File: config.mk
export PLATFORM = sky130hd
export DESIGN_NAME = pip_front
export DESIGN_NICKNAME = d
export VERILOG_FILES = /design/src/pip_pkg.sv /design/src/pip_front.sv
export SDC_FILE = /design/constraint.sdc
export NUM_CORES = 1
export LEC_CHECK = 0
export ABC_CLOCK_PERIOD_IN_PS = 17000
export BUFFER_PORTS_ARGS = -buffer_cell sky130_fd_sc_hd__buf_4
export CAP_MARGIN = 30
export CORE_MARGIN = 2
export CORE_UTILIZATION = 56
export DETAILED_ROUTE_END_ITERATION = 6
export PLACE_DENSITY = 0.85
export SLEW_MARGIN = 15
export SYNTH_ARGS = -nofsm -noshare
export SYNTH_HDL_FRONTEND = slang
export SYNTH_SLANG_ARGS = --single-unit
File: constraint.sdc
create_clock -name clk -period 17 [get_ports clk]
set_input_delay 1.7 -clock clk [delete_from_list [all_inputs] [get_ports clk]]
set_output_delay 1.7 -clock clk [all_outputs]
set_load 0.01 [all_outputs]
File: src/pip_pkg.sv
`timescale 1ns / 1ps
// Shared definitions for the point-in-polygon test core.
// Holds default sizes, item kind codes and the operation type used by front and back.
package pip_pkg;

    localparam int MAX_EDGES_DEF   = 64;
    localparam int COORD_WIDTH_DEF = 32;
    localparam int FIELD_W         = 32;
    localparam int TOL_W           = 16;
    localparam int MIN_EDGES       = 3;
    localparam int QDEPTH          = 2;

    localparam logic [1:0] KIND_CLEAR = 2'd0;
    localparam logic [1:0] KIND_ADD   = 2'd1;
    localparam logic [1:0] KIND_QUERY = 2'd2;

    typedef enum logic [1:0] {
        OP_CLEAR = 2'd0,
        OP_ADD   = 2'd1,
        OP_QUERY = 2'd2
    } op_t;

    typedef struct packed {
        logic valid;
        op_t  op;
    } q_status_t;

endpackage

File: src/pip_front.sv
`timescale 1ns / 1ps
// Front end of the point-in-polygon test core: takes items, classifies them
// and holds them in a two-entry queue for the back end. Depends on pip_pkg.
module pip_front
    import pip_pkg::*;
#(
    parameter int COORD_WIDTH = COORD_WIDTH_DEF
)
(
    input  logic                     clk,
    input  logic                     rst_n,
    input  logic                     start,
    input  logic [1:0]               kind,
    input  logic [FIELD_W-1:0]       start_x,
    input  logic [FIELD_W-1:0]       start_y,
    input  logic [FIELD_W-1:0]       end_x,
    input  logic [FIELD_W-1:0]       end_y,
    input  logic [FIELD_W-1:0]       point_x,
    input  logic [FIELD_W-1:0]       point_y,
    output logic                     busy,
    output q_status_t                q_status,
    output logic [4*COORD_WIDTH-1:0] q_coords,
    input  logic                     q_pop
);

    localparam int CW  = COORD_WIDTH;
    localparam int PW  = (QDEPTH > 1) ? $clog2(QDEPTH) : 1;
    localparam int FW  = $clog2(QDEPTH + 1);

    logic [FW-1:0]      fill_reg;
    logic [PW-1:0]      wr_ptr_reg;
    logic [PW-1:0]      rd_ptr_reg;
    op_t                op_mem_reg  [QDEPTH];
    logic [4*CW-1:0]    crd_mem_reg [QDEPTH];

    op_t                op_next;
    logic               known;
    logic [4*CW-1:0]    crd_next;
    logic               push;
    logic               pop;

    always_comb
    begin
        known    = 1'b1;
        op_next  = OP_QUERY;
        crd_next = {point_x[CW-1:0], point_y[CW-1:0], {(2*CW){1'b0}}};
        case (kind)
            KIND_CLEAR:
            begin
                op_next = OP_CLEAR;
            end
            KIND_ADD:
            begin
                op_next  = OP_ADD;
                crd_next = {start_x[CW-1:0], start_y[CW-1:0],
                            end_x[CW-1:0], end_y[CW-1:0]};
            end
            KIND_QUERY:
            begin
                op_next = OP_QUERY;
            end
            default:
            begin
                known = 1'b0;
            end
        endcase
    end

    assign busy = (fill_reg == FW'(QDEPTH));
    assign push = start && !busy && known;
    assign pop  = q_pop && (fill_reg != '0);

    assign q_status.valid = (fill_reg != '0);
    assign q_status.op    = op_mem_reg[rd_ptr_reg];
    assign q_coords       = crd_mem_reg[rd_ptr_reg];

    always_ff @(posedge clk or negedge rst_n)
    begin
        if (!rst_n)
        begin
            fill_reg   <= '0;
            wr_ptr_reg <= '0;
            rd_ptr_reg <= '0;
        end
        else
        begin
            if (push)
            begin
                wr_ptr_reg <= (wr_ptr_reg == PW'(QDEPTH - 1)) ? '0 : wr_ptr_reg + 1'b1;
            end
            if (pop)
            begin
                rd_ptr_reg <= (rd_ptr_reg == PW'(QDEPTH - 1)) ? '0 : rd_ptr_reg + 1'b1;
            end
            if (push && !pop)
            begin
                fill_reg <= fill_reg + 1'b1;
            end
            else if (pop && !push)
            begin
                fill_reg <= fill_reg - 1'b1;
            end
        end
    end

    always_ff @(posedge clk)
    begin
        if (push)
        begin
            op_mem_reg[wr_ptr_reg]  <= op_next;
            crd_mem_reg[wr_ptr_reg] <= crd_next;
        end
    end

endmodule

==> results.md <==
* Cts-stage hold buffer count at 0
* Post-DRT Antenna Nets at 0
* Final Core Density at 0.7398
* CTS resizes at 0
* CTS tree: done
* First DRT Iteration DRCs at 221
* Hold Path Class: flop to flop
* Avg WL per Cell at 18.68 µm
* IO Port Bufs at 329
* Number of flip-flops in the largest register at 256
* Yosys cell types at 21
* Vias at 6,076
* Ys async rst share at 0.01515
* Final hold viol count at 0
* Final setup vio count at 0
* Mean Syn Cell Area at 20.04 µm²
* GPL Wtd Cong at 0.7511
* Routed WL at 22.30 mm
* Pre-antenna DRT Iters at 7
* RSZ-0062 raised after global routing: false
* Post-synth EDFFs at 260
* Tcrit/Tclk final at 0.2692
* Delay-heaviest family, CP: buffers and inverters
* Detail Placement HPWL at 15.13 mm
* Post-CTS setup repair buffer count at 0
* Bufs on Longest Clock Path at 3
* Kind of end point of the critical path: output port
* PD cells at 146.7 nW/µm²
* Buffers and inverters on the worst path at 5
* I/O pins at 330
* CP max-delay cell: dfrtp_4
* Largest area contributor in the netlist: edfxtp_1
* Top cells by area, synth: edfxtp_1 (68%), mux2_4 (18%), mux2_2 (5.8%), and2_1 (3.5%), buf_6 (1.2%)
* Initial cell density of the core at 0.5672
* DRC at 0
* Cts bufs inserted at 25
* Largest stage delay, worst path at 0.50 ns
* Gr ovfl total at 0
* Post-synth top cells: edfxtp_1 (260), mux2_4 (135), and2_1 (64)
* Net count reported at finish at 1,105
* Setup WS pre-CTS at 12.62 ns
* Vias in the first global route at 6,316
* Max Freq at 218.5 MHz
* Post-Synth Adder-Cell Area at 0.001097
* Root Driver: clkbuf_16
* Worst Path Required at 15.30 ns
* Synth Warn # at 0
* Mux contribution to synthesized area at 0.2360
* # H-tree levels at 1
* Worst Max-Slew Pin Slew at 0.9830 ns
* Die area at 21,520 µm²
* Largest net degree at the start of global routing at 73
* XOR/XNOR Fraction of Synth Area at 0.003841
* Area Overhead vs Synth at 30.44%
* Largest family of logic cells by synthesized area: multiplexers
* GRT Util Overall at 0.1988
* Max Cap Viol at 0
* Final TNS setup at 0 ns
* CP most frequent cell: buf_4
* Yosys reg bits at 264
* Syn Nets at 768
* Clk Latency, worst-skew pair at 0.50 ns
* Synth Area in Simple Gates at 0.03972
* DIE WIDTH at 146.7 µm
* Peak supply drop at 98.70 µV
* First-pass GRT wire length at 33.49 mm
* Status: finished, final reports clean
* Critical Path AT at 2.88 ns
* CP startpoint kind: flop
* Post-route setup slack at 12.42 ns
* Skew final at 0.01488 ns
* Setup CP Type: flop to output port
* Leakage power at 6.086 nW
* Max-slew violations at 0
* Post-synth top area share at 0.6847
* Worst-path clk slew at 0.06 ns
* Crit-path cells: buf_4 > buf_16 > buf_4 > buf_16 > mux2_4 > buf_4
* # clock sinks at 264
* Layout cell share with drive strength beyond 1 at 0.6201
* Tmin final at 4.576 ns
* Count leader, synth: edfxtp_1
* Compound-gate portion of the synthesized area at 0
* Die extent in y at 146.7 µm
* Core Area at 20,100 µm²
* Via density at 5.089
* Mapped Cells at 569
* Main synth FF type: edfxtp_1
* Critical path peak fanout at 52
* Row cnt at 52
* Cell Area, Synth at 11,400 µm²
* Register area share after synthesis at 0.6935
* Relative slew slack at 0.3447
* Final Power at 0.002182 W
* # diodes at 0
* Initial antenna violation count at 0
-- metal layers --
layer  up-vias  global-route usage  wire length [µm]
li1       2841                   -                 -
met2       226              0.3580             11770
met4         0             0.06553               621
met3        32             0.05124              1450
met1      2977              0.2329              8459
met5         -                   0                 0
-- power by group --
group / switching [W] / total (W) / internal, W
Clock: 0.000217 / 0.000529 / 0.000312
Combinational: 0.000344 / 0.000764 / 0.000420
Sequential: 0.0000331 / 0.000890 / 0.000856
Total: 0.000594 / 0.00218 / 0.00159
-- worst register-to-register path: cells and delay by family (launching register included) --
family | cells | cell delay (ns)
and+or+nand+nor | 3 | 0.67
buffers and inverters | 1 | 0.75
DFF | 1 | 0.41
-- cell type report --
class / instances / area [µm²]
timing repair buffer: 340 / 2613
clock buffer: 32 / 681.9
multi-input combinational: 273 / 3216
sequential: 264 / 7911
clock inverter: 13 / 106.4
tap: 270 / 337.8
inverter: 2 / 7.507
fill: 1203 / 5231
-- placed cells by master, fill, tap and decap left out --
| cell type | count |
|---|---|
| xor2_1 | 2 |
| edfxtp_1 | 260 |
| nand3b_1 | 1 |
| dfrtp_4 | 1 |
| clkbuf_8 | 3 |
| ha_1 | 1 |
| buf_4 | 337 |
| bufinv_16 | 2 |
| dfrtp_1 | 3 |
| nand2_1 | 2 |
| or2_2 | 1 |
| mux2_2 | 59 |
| clkbuf_16 | 25 |
| nor2_4 | 2 |
| clkinv_1 | 7 |
| nor2b_4 | 1 |
| nor2b_1 | 1 |
| and2_1 | 64 |
| nor2_1 | 1 |
| clkinv_2 | 4 |
| xnor2_1 | 3 |
| mux2_4 | 135 |
| buf_16 | 3 |
| clkbuf_1 | 4 |
| inv_1 | 2 |
-- metrics by stage --
stage                     hold slack [ns]  cells  area [µm²]
final                              0.5067   1194       14870
after global routing               0.5434   1194       14870
after CTS                          0.5029   1192       14820
after detailed placement           0.4857   1147       14030
after global placement             0.4839   1146       14000
after floorplan                    0.4474    569       11400
-- worst paths after layout --
kind | from | to | slack [ns] | cells after the start
hold reg to reg | fill_reg[1] | fill_reg[1] | 0.51 | 1
setup reg to reg | fill_reg[1] | crd_mem_reg[1][85] | 14.71 | 4
max in group asynchronous | rst_n | rd_ptr_reg | 15.89 | 1
hold / removal | fill_reg[1] | fill_reg[1] | 0.51 | 1
min in group asynchronous | rst_n | fill_reg[1] | 0.99 | 1
setup / recovery | rd_ptr_reg | q_coords[79] | 12.42 | 6
-- cell families (layout without fill, tap and decap cells) --
group,after synthesis,in the layout
flops,264,264
mux,194,194
simple gates,73,73
buf+inv,32,387
xor+xnor,5,5
fa+ha+maj,1,1
No activity file was read; power rests on OpenSTA's default activity.
